**src/rtl/core/jafsg_pkg.sv**
```systemverilog
// ----------------------------------------------------------------------------
// jafsg_pkg: shared types and constants for the joystick axis filter
// Fixed-point weights, register codes, reset values and the records that
// move between the front, the command queue and the send gate.
// ----------------------------------------------------------------------------
package jafsg_pkg;

  // Q16 filter weights, 0.7 and 0.3 (they sum to 65536)
  localparam int unsigned FRAC_BITS = 16;
  localparam logic [15:0] W_OLD     = 16'd45875;
  localparam logic [14:0] W_NEW     = 15'd19661;

  localparam int unsigned DZ_W   = 11;
  localparam int unsigned IVL_W  = 16;
  localparam int unsigned CFG_W  = 16;
  localparam int unsigned CMD_W  = 8;
  localparam int unsigned TIME_W = 32;

  localparam logic [DZ_W-1:0]  DEADZONE_RST = 11'd180;
  localparam logic [IVL_W-1:0] INTERVAL_RST = 16'd30;

  // output mapping: floor(i * 200 / full) - 100
  localparam logic [7:0] MAP_SPAN   = 8'd200;
  localparam logic [7:0] MAP_OFFSET = 8'd100;

  typedef enum logic {
    CFG_DEADZONE = 1'b0,
    CFG_INTERVAL = 1'b1
  } cfg_idx_e;

  typedef struct packed {
    logic [DZ_W-1:0]  deadzone;
    logic [IVL_W-1:0] interval;
  } cfg_t;

  // mapped command leaving the front
  typedef struct packed {
    logic signed [CMD_W-1:0] thr;
    logic signed [CMD_W-1:0] ste;
    logic                    fire;
    logic [TIME_W-1:0]       now;
  } cmd_t;

  // packet emitted by the send gate
  typedef struct packed {
    logic signed [CMD_W-1:0] thr;
    logic signed [CMD_W-1:0] ste;
    logic                    fire;
  } pkt_t;

endpackage

```
**src/rtl/core/jafsg_fifo.sv**
```systemverilog
// ----------------------------------------------------------------------------
// jafsg_fifo: small register queue
// First-word fall-through queue; DEPTH must be a power of two, at least 2.
// ----------------------------------------------------------------------------
module jafsg_fifo #(
  parameter int unsigned WIDTH = 8,
  parameter int unsigned DEPTH = 4
) (
  input  logic             clk_i,
  input  logic             rst_ni,
  input  logic             push_i,
  input  logic [WIDTH-1:0] wdata_i,
  input  logic             pop_i,
  output logic [WIDTH-1:0] rdata_o,
  output logic             empty_o,
  output logic             full_o
);

  localparam int unsigned AW = $clog2(DEPTH);
  localparam int unsigned NW = $clog2(DEPTH + 1);

  logic [WIDTH-1:0] mem_q [DEPTH];
  logic [AW-1:0]    wptr_q, wptr_d, rptr_q, rptr_d;
  logic [NW-1:0]    cnt_q, cnt_d;
  logic             we, re;

  assign empty_o = (cnt_q == '0);
  assign full_o  = (cnt_q == NW'(DEPTH));
  assign we      = push_i && !full_o;
  assign re      = pop_i && !empty_o;
  assign rdata_o = mem_q[rptr_q];

  always_comb begin
    wptr_d = we ? AW'(wptr_q + 1'b1) : wptr_q;
    rptr_d = re ? AW'(rptr_q + 1'b1) : rptr_q;
    cnt_d  = cnt_q;
    if (we && !re) begin
      cnt_d = NW'(cnt_q + 1'b1);
    end else if (re && !we) begin
      cnt_d = NW'(cnt_q - 1'b1);
    end
  end

  always_ff @(posedge clk_i or negedge rst_ni) begin
    if (!rst_ni) begin
      wptr_q <= '0;
      rptr_q <= '0;
      cnt_q  <= '0;
    end else begin
      wptr_q <= wptr_d;
      rptr_q <= rptr_d;
      cnt_q  <= cnt_d;
    end
  end

  always_ff @(posedge clk_i) begin
    if (we) begin
      mem_q[wptr_q] <= wdata_i;
    end
  end

endmodule

```
**src/rtl/core/jafsg_front.sv**
```systemverilog
// ----------------------------------------------------------------------------
// jafsg_front: filter and mapping pipeline
// Four stages: sample weighting, filter update, centre/deadzone/scale,
// divide by full scale. Never stalls; the top keeps it within queue credit.
// ----------------------------------------------------------------------------
module jafsg_front #(
  parameter int unsigned SAMPLE_BITS = 12
) (
  input  logic                   clk_i,
  input  logic                   rst_ni,
  input  logic                   valid_i,
  input  logic [SAMPLE_BITS-1:0] steer_i,
  input  logic [SAMPLE_BITS-1:0] thr_i,
  input  logic                   fire_i,
  input  logic [31:0]            now_i,
  input  jafsg_pkg::cfg_t        cfg_i,
  output logic                   cmd_valid_o,
  output jafsg_pkg::cmd_t        cmd_o
);

  localparam int unsigned FB = jafsg_pkg::FRAC_BITS;
  localparam int unsigned SW = SAMPLE_BITS + FB;       // filter state
  localparam int unsigned PW = SAMPLE_BITS + 15;       // sample * W_NEW
  localparam int unsigned AW = SW + 16;                // filter accumulator
  localparam int unsigned XW = SAMPLE_BITS + 8;        // i * 200
  localparam int unsigned YW = XW + 1;
  localparam int unsigned QW = 9;                      // quotient estimate
  localparam int unsigned CW = (SAMPLE_BITS > jafsg_pkg::DZ_W) ?
                               SAMPLE_BITS + 1 : jafsg_pkg::DZ_W + 1;
  localparam logic [SAMPLE_BITS-1:0] CENTER = SAMPLE_BITS'(1) << (SAMPLE_BITS - 1);
  localparam logic [YW-1:0] FULL = YW'({SAMPLE_BITS{1'b1}});

  function automatic logic [SW-1:0] smooth(input logic [SW-1:0] old,
                                           input logic [PW-1:0] p);
    logic [AW-1:0] acc;
    acc = AW'(old) * AW'(jafsg_pkg::W_OLD) + (AW'(p) << FB);
    return acc[AW-1:FB];
  endfunction

  function automatic logic in_dz(input logic [SAMPLE_BITS-1:0] ip,
                                 input logic [jafsg_pkg::DZ_W-1:0] dz);
    logic [SAMPLE_BITS-1:0] mag;
    mag = (ip >= CENTER) ? SAMPLE_BITS'(ip - CENTER) : SAMPLE_BITS'(CENTER - ip);
    return (CW'(mag) < CW'(dz));
  endfunction

  // x / (2^n - 1) ~= (x + x>>n) >> n, low by at most one
  function automatic logic [QW-1:0] q_est(input logic [XW-1:0] x);
    logic [YW-1:0] s;
    s = YW'(x) + YW'(x >> SAMPLE_BITS);
    return QW'(s >> SAMPLE_BITS);
  endfunction

  function automatic logic [7:0] map_out(input logic [QW-1:0] q0,
                                         input logic [XW-1:0] x,
                                         input logic          zero);
    logic [YW-1:0] qd, r;
    logic [QW-1:0] q;
    qd = (YW'(q0) << SAMPLE_BITS) - YW'(q0);
    r  = YW'(x) - qd;
    q  = (r >= FULL) ? QW'(q0 + 1'b1) : q0;
    return zero ? 8'd0 : 8'(8'(q) - jafsg_pkg::MAP_OFFSET);
  endfunction

  // stage 1
  logic            v1_q, fire1_q;
  logic [31:0]     now1_q;
  logic [PW-1:0]   pste_q, pthr_q;
  // stage 2
  logic            v2_q, fire2_q;
  logic [31:0]     now2_q;
  logic [SW-1:0]   ste_st_q, thr_st_q;
  // stage 3
  logic            v3_q, fire3_q, zste3_q, zthr3_q;
  logic [31:0]     now3_q;
  logic [XW-1:0]   xste3_q, xthr3_q;
  // stage 4
  logic            v4_q, fire4_q, zste4_q, zthr4_q;
  logic [31:0]     now4_q;
  logic [XW-1:0]   xste4_q, xthr4_q;
  logic [QW-1:0]   qste4_q, qthr4_q;

  logic [SAMPLE_BITS-1:0] ste_ip, thr_ip;

  assign ste_ip = ste_st_q[SW-1:FB];
  assign thr_ip = thr_st_q[SW-1:FB];

  always_ff @(posedge clk_i or negedge rst_ni) begin
    if (!rst_ni) begin
      v1_q     <= 1'b0;
      v2_q     <= 1'b0;
      v3_q     <= 1'b0;
      v4_q     <= 1'b0;
      ste_st_q <= '0;
      thr_st_q <= '0;
    end else begin
      v1_q <= valid_i;
      v2_q <= v1_q;
      v3_q <= v2_q;
      v4_q <= v3_q;
      if (v1_q) begin
        ste_st_q <= smooth(ste_st_q, pste_q);
        thr_st_q <= smooth(thr_st_q, pthr_q);
      end
    end
  end

  always_ff @(posedge clk_i) begin
    if (valid_i) begin
      pste_q  <= PW'(steer_i) * PW'(jafsg_pkg::W_NEW);
      pthr_q  <= PW'(thr_i) * PW'(jafsg_pkg::W_NEW);
      fire1_q <= fire_i;
      now1_q  <= now_i;
    end
    if (v1_q) begin
      fire2_q <= fire1_q;
      now2_q  <= now1_q;
    end
    if (v2_q) begin
      fire3_q <= fire2_q;
      now3_q  <= now2_q;
      zste3_q <= in_dz(ste_ip, cfg_i.deadzone);
      zthr3_q <= in_dz(thr_ip, cfg_i.deadzone);
      xste3_q <= XW'(ste_ip) * XW'(jafsg_pkg::MAP_SPAN);
      xthr3_q <= XW'(thr_ip) * XW'(jafsg_pkg::MAP_SPAN);
    end
    if (v3_q) begin
      fire4_q <= fire3_q;
      now4_q  <= now3_q;
      zste4_q <= zste3_q;
      zthr4_q <= zthr3_q;
      xste4_q <= xste3_q;
      xthr4_q <= xthr3_q;
      qste4_q <= q_est(xste3_q);
      qthr4_q <= q_est(xthr3_q);
    end
  end

  assign cmd_valid_o = v4_q;
  assign cmd_o.thr   = map_out(qthr4_q, xthr4_q, zthr4_q);
  assign cmd_o.ste   = map_out(qste4_q, xste4_q, zste4_q);
  assign cmd_o.fire  = fire4_q;
  assign cmd_o.now   = now4_q;

endmodule

```
**src/rtl/core/jafsg_gate.sv**
```systemverilog
// ----------------------------------------------------------------------------
// jafsg_gate: send gate
// Emits a packet when it differs from the last one sent and the send
// interval has elapsed; keeps the last packet and its timestamp.
// ----------------------------------------------------------------------------
module jafsg_gate (
  input  logic            clk_i,
  input  logic            rst_ni,
  input  logic            cmd_valid_i,
  input  jafsg_pkg::cmd_t cmd_i,
  input  jafsg_pkg::cfg_t cfg_i,
  input  logic            out_full_i,
  output logic            cmd_pop_o,
  output logic            pkt_push_o,
  output jafsg_pkg::pkt_t pkt_o
);

  jafsg_pkg::pkt_t   sent_q;
  logic [31:0]       last_q;
  logic [31:0]       elapsed;
  logic              differ, pass;

  assign pkt_o.thr  = cmd_i.thr;
  assign pkt_o.ste  = cmd_i.ste;
  assign pkt_o.fire = cmd_i.fire;

  assign elapsed    = 32'(cmd_i.now - last_q);
  assign differ     = (pkt_o != sent_q);
  assign pass       = differ && (elapsed >= 32'(cfg_i.interval));
  assign cmd_pop_o  = cmd_valid_i && !out_full_i;
  assign pkt_push_o = cmd_pop_o && pass;

  always_ff @(posedge clk_i or negedge rst_ni) begin
    if (!rst_ni) begin
      sent_q <= '0;
      last_q <= '0;
    end else if (pkt_push_o) begin
      sent_q <= pkt_o;
      last_q <= cmd_i.now;
    end
  end

endmodule

```
**src/rtl/core/joystick_axis_filter_and_send_gate_top.sv**
```systemverilog
// ----------------------------------------------------------------------------
// joystick_axis_filter_and_send_gate_top: two-axis joystick filter and gate
// Smooths steering and throttle, applies a deadzone, maps to -100..100 and
// forwards a packet only when it changed and the send interval has passed.
// ----------------------------------------------------------------------------
// Usage:
//   Input channel: drive the samples, fire level and now_ms with push high;
//   a transfer happens on a clock edge with push high and full low.
//   Result channel: while empty is low the oldest packet sits on
//   throttle_out_o / steering_out_o / fire_out_o; pop high transfers it.
//   Config: cfg_we_i writes cfg_data_i to register cfg_idx_i (0 deadzone,
//   1 send interval) in that cycle; write only while the block is idle.
// Timing:
//   One item per cycle sustained while full stays low. A packet caused by an
//   item passes four front stages (weighting, filter update, deadzone/scale,
//   divide) and the command queue, then the send gate writes the result
//   queue, whose head drives the result ports.
//   Items that are not sent leave no result.
// Reset:
//   Filter states, last packet and last send time clear to zero; deadzone
//   returns to 180 and the interval to 30 ms. Queues come up empty.
// Stall:
//   When the receiver stops popping, the result queue fills, the gate holds,
//   and the command queue absorbs the front; full rises once MID_DEPTH items
//   are outstanding between the input and the gate.
// ----------------------------------------------------------------------------
module joystick_axis_filter_and_send_gate_top #(
  parameter int unsigned SAMPLE_BITS = 12,
  parameter int unsigned MID_DEPTH   = 8,
  parameter int unsigned OUT_DEPTH   = 4
) (
  input  logic                   clk_i,
  input  logic                   rst_ni,
  // input channel
  input  logic                   push,
  output logic                   full,
  input  logic [SAMPLE_BITS-1:0] steer_sample_i,
  input  logic [SAMPLE_BITS-1:0] throttle_sample_i,
  input  logic                   fire_pressed_i,
  input  logic [31:0]            now_ms_i,
  // result channel
  output logic                   empty,
  input  logic                   pop,
  output logic signed [7:0]      throttle_out_o,
  output logic signed [7:0]      steering_out_o,
  output logic                   fire_out_o,
  // configuration
  input  logic                   cfg_we_i,
  input  logic [0:0]             cfg_idx_i,
  input  logic [15:0]            cfg_data_i
);

  localparam int unsigned CNT_W = $clog2(MID_DEPTH + 1);

  jafsg_pkg::cfg_t cfg_q;
  jafsg_pkg::cmd_t front_cmd, mid_cmd;
  jafsg_pkg::pkt_t gate_pkt, out_pkt;

  logic             accept;
  logic             front_valid;
  logic             mid_empty, mid_full, mid_pop;
  logic             pkt_push, out_full;
  logic [CNT_W-1:0] cnt_q, cnt_d;

  // config registers
  always_ff @(posedge clk_i or negedge rst_ni) begin
    if (!rst_ni) begin
      cfg_q.deadzone <= jafsg_pkg::DEADZONE_RST;
      cfg_q.interval <= jafsg_pkg::INTERVAL_RST;
    end else if (cfg_we_i) begin
      unique case (jafsg_pkg::cfg_idx_e'(cfg_idx_i))
        jafsg_pkg::CFG_DEADZONE: begin
          cfg_q.deadzone <= cfg_data_i[jafsg_pkg::DZ_W-1:0];
        end
        jafsg_pkg::CFG_INTERVAL: begin
          cfg_q.interval <= cfg_data_i[jafsg_pkg::IVL_W-1:0];
        end
        default: begin
        end
      endcase
    end
  end

  // Credit: items from input transfer until the gate takes them from the
  // command queue. The front cannot stall, so this keeps the queue safe.
  assign accept = push && !full;
  assign full   = (cnt_q == CNT_W'(MID_DEPTH));

  always_comb begin
    cnt_d = cnt_q;
    if (accept && !mid_pop) begin
      cnt_d = CNT_W'(cnt_q + 1'b1);
    end else if (mid_pop && !accept) begin
      cnt_d = CNT_W'(cnt_q - 1'b1);
    end
  end

  always_ff @(posedge clk_i or negedge rst_ni) begin
    if (!rst_ni) begin
      cnt_q <= '0;
    end else begin
      cnt_q <= cnt_d;
    end
  end

  jafsg_front #(
    .SAMPLE_BITS (SAMPLE_BITS)
  ) u_front (
    .clk_i       (clk_i),
    .rst_ni      (rst_ni),
    .valid_i     (accept),
    .steer_i     (steer_sample_i),
    .thr_i       (throttle_sample_i),
    .fire_i      (fire_pressed_i),
    .now_i       (now_ms_i),
    .cfg_i       (cfg_q),
    .cmd_valid_o (front_valid),
    .cmd_o       (front_cmd)
  );

  // decouples the front from the gate
  jafsg_fifo #(
    .WIDTH ($bits(jafsg_pkg::cmd_t)),
    .DEPTH (MID_DEPTH)
  ) u_mid_q (
    .clk_i   (clk_i),
    .rst_ni  (rst_ni),
    .push_i  (front_valid),
    .wdata_i (front_cmd),
    .pop_i   (mid_pop),
    .rdata_o (mid_cmd),
    .empty_o (mid_empty),
    .full_o  (mid_full)
  );

  jafsg_gate u_gate (
    .clk_i       (clk_i),
    .rst_ni      (rst_ni),
    .cmd_valid_i (!mid_empty),
    .cmd_i       (mid_cmd),
    .cfg_i       (cfg_q),
    .out_full_i  (out_full),
    .cmd_pop_o   (mid_pop),
    .pkt_push_o  (pkt_push),
    .pkt_o       (gate_pkt)
  );

  // result queue; its head drives the result ports
  jafsg_fifo #(
    .WIDTH ($bits(jafsg_pkg::pkt_t)),
    .DEPTH (OUT_DEPTH)
  ) u_out_q (
    .clk_i   (clk_i),
    .rst_ni  (rst_ni),
    .push_i  (pkt_push),
    .wdata_i (gate_pkt),
    .pop_i   (pop),
    .rdata_o (out_pkt),
    .empty_o (empty),
    .full_o  (out_full)
  );

  assign throttle_out_o = out_pkt.thr;
  assign steering_out_o = out_pkt.ste;
  assign fire_out_o     = out_pkt.fire;

  // credit count stays within the command queue
  a_credit_bound: assert property (@(posedge clk_i) disable iff (!rst_ni)
    cnt_q <= CNT_W'(MID_DEPTH))
    else $error("credit count above command queue depth");

  // front never writes a full command queue
  a_mid_no_overflow: assert property (@(posedge clk_i) disable iff (!rst_ni)
    !(front_valid && mid_full))
    else $error("command queue overflow");

  // gate never writes a full result queue
  a_out_no_overflow: assert property (@(posedge clk_i) disable iff (!rst_ni)
    !(pkt_push && out_full))
    else $error("result queue overflow");

  // an input transfer with no gate take adds one credit
  a_credit_step: assert property (@(posedge clk_i) disable iff (!rst_ni)
    (accept && !mid_pop) |=> (cnt_q == CNT_W'($past(cnt_q) + 1'b1)))
    else $error("credit count did not advance");

  // mapped commands stay within -100..100
  a_out_range: assert property (@(posedge clk_i) disable iff (!rst_ni)
    !empty |-> (($signed(throttle_out_o) >= -8'sd100) &&
                ($signed(throttle_out_o) <= 8'sd100) &&
                ($signed(steering_out_o) >= -8'sd100) &&
                ($signed(steering_out_o) <= 8'sd100)))
    else $error("mapped command out of range");

endmodule

```
**config.mk**
```make
export PLATFORM = sky130hd
export DESIGN_NAME = joystick_axis_filter_and_send_gate_top
export DESIGN_NICKNAME = d
export VERILOG_FILES = /design/src/rtl/core/jafsg_pkg.sv /design/src/rtl/core/jafsg_fifo.sv /design/src/rtl/core/jafsg_front.sv /design/src/rtl/core/jafsg_gate.sv /design/src/rtl/core/joystick_axis_filter_and_send_gate_top.sv
export SDC_FILE = /design/constraint.sdc
export NUM_CORES = 2
export LEC_CHECK = 0
export BUFFER_PORTS_ARGS = -buffer_cell sky130_fd_sc_hd__buf_2
export CORE_MARGIN = 3
export CORE_UTILIZATION = 35
export CTS_CLUSTER_SIZE = 20
export DETAILED_ROUTE_END_ITERATION = 8
export GPL_TIMING_DRIVEN = 0
export PLACE_DENSITY = 0.55
export SLEW_MARGIN = 0
export SYNTH_ARGS = -nofsm -noshare
export SYNTH_HDL_FRONTEND = slang
export SYNTH_SLANG_ARGS = --single-unit
```
**constraint.sdc**
```tcl
create_clock -name clk_i -period 14 [get_ports clk_i]
set_clock_uncertainty 0.2 [all_clocks]
set_input_delay 2.1 -clock clk_i [delete_from_list [all_inputs] [get_ports clk_i]]
set_output_delay 2.1 -clock clk_i [all_outputs]
set_load 0.01 [all_outputs]
```
==> summary.md <==
| Metric | Value |
|---|---|
| Status | `completed` |
| Syn Nets | `6175` |
| Initial antenna violation count | `4` |
| Most frequent cells in the layout | `inv_1 (1030), ha_1 (768), edfxtp_1 (736), fa_1 (490), xnor2_1 (165)` |
| Flop and latch count out of synthesis | `893` |
| CTS root buf | `clkbuf_16` |
| Number of vias per cell | `4.76` |
| Fillers | `16.7k` |
| Syn Area/Cell | `12.9 µm²` |
| Synth Instances | `4838` |
| First drt pass iteration count | `5` |
| Worst-margin pin slew | `1.39 ns` |
| Max Freq | `106 MHz` |
| HPWL Detailed | `109000 µm` |
| Placement Cell Area | `66500 µm²` |
| Final Max Slew Viols | `0` |
| Initial Util | `35.3%` |
| Primary FF master, synth | `edfxtp_1` |
| Share of cells above drive strength 1 | `11.3%` |
| Pin count of the biggest net entering global routing | `100` |
| Critical path required time | `14.39 ns` |
| WL per Instance | `18.5 µm` |
| CTS H-tree depth | `3` |
| Register area share after synthesis | `41.7%` |
| Worst-path fanout max | `10` |
| CTS tree | `yes` |
| Slack of the critical path | `4.61 ns` |
| Core area | `177000 µm²` |
| Most common cell after layout, fill and taps aside | `inv_1` |
| Startpoint Class | `flip-flop` |
| Core Rows | `154` |
| Relative slew slack | `7.06%` |
| Clk pin slew, worst setup/hold paths | `0.06 ns` |
| # setup viols final | `0` |
| Worst setup EP type | `flip-flop` |
| Number of DRC markers in iteration 0 | `1978` |
| Fin Setup TNS | `0 ns` |
| EDFF count, synth | `736` |
| Post-route ant nets | `0` |
| Distinct cells, synth | `90` |
| Via Count | `35.6k` |
| CP max-delay cell | `buf_1` |
| Min Tclk post-route | `9.39 ns` |
| Synth Cell Area | `62400 µm²` |
| RSZ-0062 raised after global routing | `no` |
| Clock latency on the worst-skew pair | `0.71 ns` |
| Reg area | `26000 µm²` |
| YS warnings | `0` |
| Pre-CTS setup slack | `4.59 ns` |
| HP Class | `reg2reg` |
| Bufs on Longest Clock Path | `3` |
| PortBufs | `97` |
| Placer congestion estimate | `0.848` |
| Die Area | `183000 µm²` |
| Layout net count | `6406` |
| Layout area overhead | `11.7%` |
| Total GRT Usage | `15.3%` |
| Crit share post-route | `67.1%` |
| Die Y | `428 µm` |
| DIE WIDTH | `428 µm` |
| Hold Buf Count CTS | `0` |
| Critical Path Max Stage Delay | `0.88 ns` |
| Multi-input gate area | `32200 µm²` |
| GR Overflow Total | `0` |
| Finished Cell Area | `69700 µm²` |
| IO Count | `98` |
| Critical path type | `reg2reg` |
| WP data arrival | `9.79 ns` |
| Post-CTS resize count | `0` |
| Post-CTS Setup Bufs | `0` |
| CTS Sinks | `893` |
| Max_cap viols | `0` |
| FFs w/ async S/R, synth | `17.6%` |
| Cts bufs inserted | `96` |
| First-pass GRT wire length | `220000 µm` |
| Total Routed Length | `139000 µm` |
| Number of global-route vias before repair | `38.0k` |
| Final Hold Viols | `0` |
| DRC | `0` |
[synth_stat cells, types with 6 or more instances]
cell type,count,area (µm²)
mux4_2,115,2590
o21a_1,27,203
buf_1,13,48.8
buf_2,6,30.0
nor2_1,159,597
mux2_4,40,601
nand3_1,38,190
mux2_2,86,968
nor2b_1,27,169
o21bai_1,26,195
a211o_1,7,61.3
o31a_1,7,61.3
a2111oi_0,7,61.3
o2111ai_1,7,61.3
nor4_1,10,62.6
fa_1,490,9810
dfstp_2,8,210
nor3_1,37,185
ha_1,768,9610
edfxtp_1,736,22100
and2_1,8,50.1
nand4_1,21,131
a211oi_1,18,135
xnor2_1,165,1450
or3_1,12,75.1
or2_2,9,56.3
a21o_1,75,563
mux2i_1,20,200
and3_1,26,163
o21ai_0,119,596
inv_1,1030,3870
a21oi_1,155,776
xor2_1,75,657
o211ai_1,15,113
nand2b_1,37,231
clkbuf_1,41,154
o31ai_1,8,60.1
or4_1,7,52.6
nand2_1,124,465
a31oi_1,12,75.1
dfrtp_1,149,3730
[registers in the layout, summed over array words and instances, names as in the netlist, 28 cells and up]
register and cells:
u_mid_q.mem_q 392, u_out_q.mem_q 68, u_front.now1_q 32, u_front.now2_q 32, u_front.now3_q 32, u_front.now4_q 32, u_gate.last_q 32, u_front.ste_st_q 28
u_front.thr_st_q 28
[worst max-delay path, delay by kind of cell, from the launching register on]
| kind | cells | cell delay [ns] |
|---|---|---|
| flip-flops | 1 | 0.34 |
| AO/OA/AOI/OAI | 12 | 2.84 |
| XOR/XNOR | 1 | 0.12 |
| multiplexers | 3 | 1.10 |
| AND/OR/NAND/NOR | 2 | 0.35 |
| buffers and inverters | 9 | 2.80 |
| adder cells (fa/ha/maj) | 5 | 1.47 |
[stage by stage]
stage	instances	hold WS, ns	util [%]
after floorplan	4838	0.200	-
after global placement	7275	0.203	37.2
after detailed placement	7311	0.205	37.6
after CTS	7491	0.213	39.4
after global routing	7492	0.222	39.4
final	7493	0.211	39.4
[area by class of cell]
| class | count | share of cell area (%) |
|---|---|---|
| buffer | 67 | 0.497 |
| timing repair buffer | 133 | 1.61 |
| tap | 2340 | 4.20 |
| multi-input combinational | 2848 | 46.2 |
| clock inverter | 59 | 0.862 |
| antenna | 2 | 0.00718 |
| inverter | 1030 | 5.55 |
| clock buffer | 121 | 3.66 |
| sequential | 893 | 37.4 |
[path summary, 6_finish.rpt]
check	start	endpoint	slack, ns	cells past startpoint
hold reg to reg	u_front.now1_q[12]	u_front.now2_q[12]	0.21	0
setup reg to reg	u_mid_q.rptr_q[0]	u_out_q.cnt_q[1]	4.61	32
max in group asynchronous	rst_ni	u_gate.sent_q[12]	11.39	2
setup / recovery	u_mid_q.rptr_q[0]	u_out_q.cnt_q[1]	4.61	32
min in group asynchronous	rst_ni	u_front.thr_st_q[24]	1.18	1
hold / removal	u_front.now1_q[12]	u_front.now2_q[12]	0.21	0
[cell families after synthesis]
kind of cell / count (synthesis) / synth area share [%]
buffers and inverters: 1097 / 6.75
AND/OR/NAND/NOR: 533 / 4.15
XOR/XNOR: 240 / 3.37
multiplexers: 265 / 7.06
adder cells (fa/ha/maj): 1258 / 31.1
flip-flops: 893 / 41.7
AO/OA/AOI/OAI: 552 / 5.80
[layer usage]
metal	track usage [%]	up-vias	routed length (µm)
li1	-	17000	-
met1	21.6	18000	66000
met2	25.0	462	65000
met3	2.04	182	4210
met4	3.92	4	3530
met5	0	-	14
Power is not shown: default switching activity piles up to over one toggle a cycle in this logic, so the estimate is an artifact.
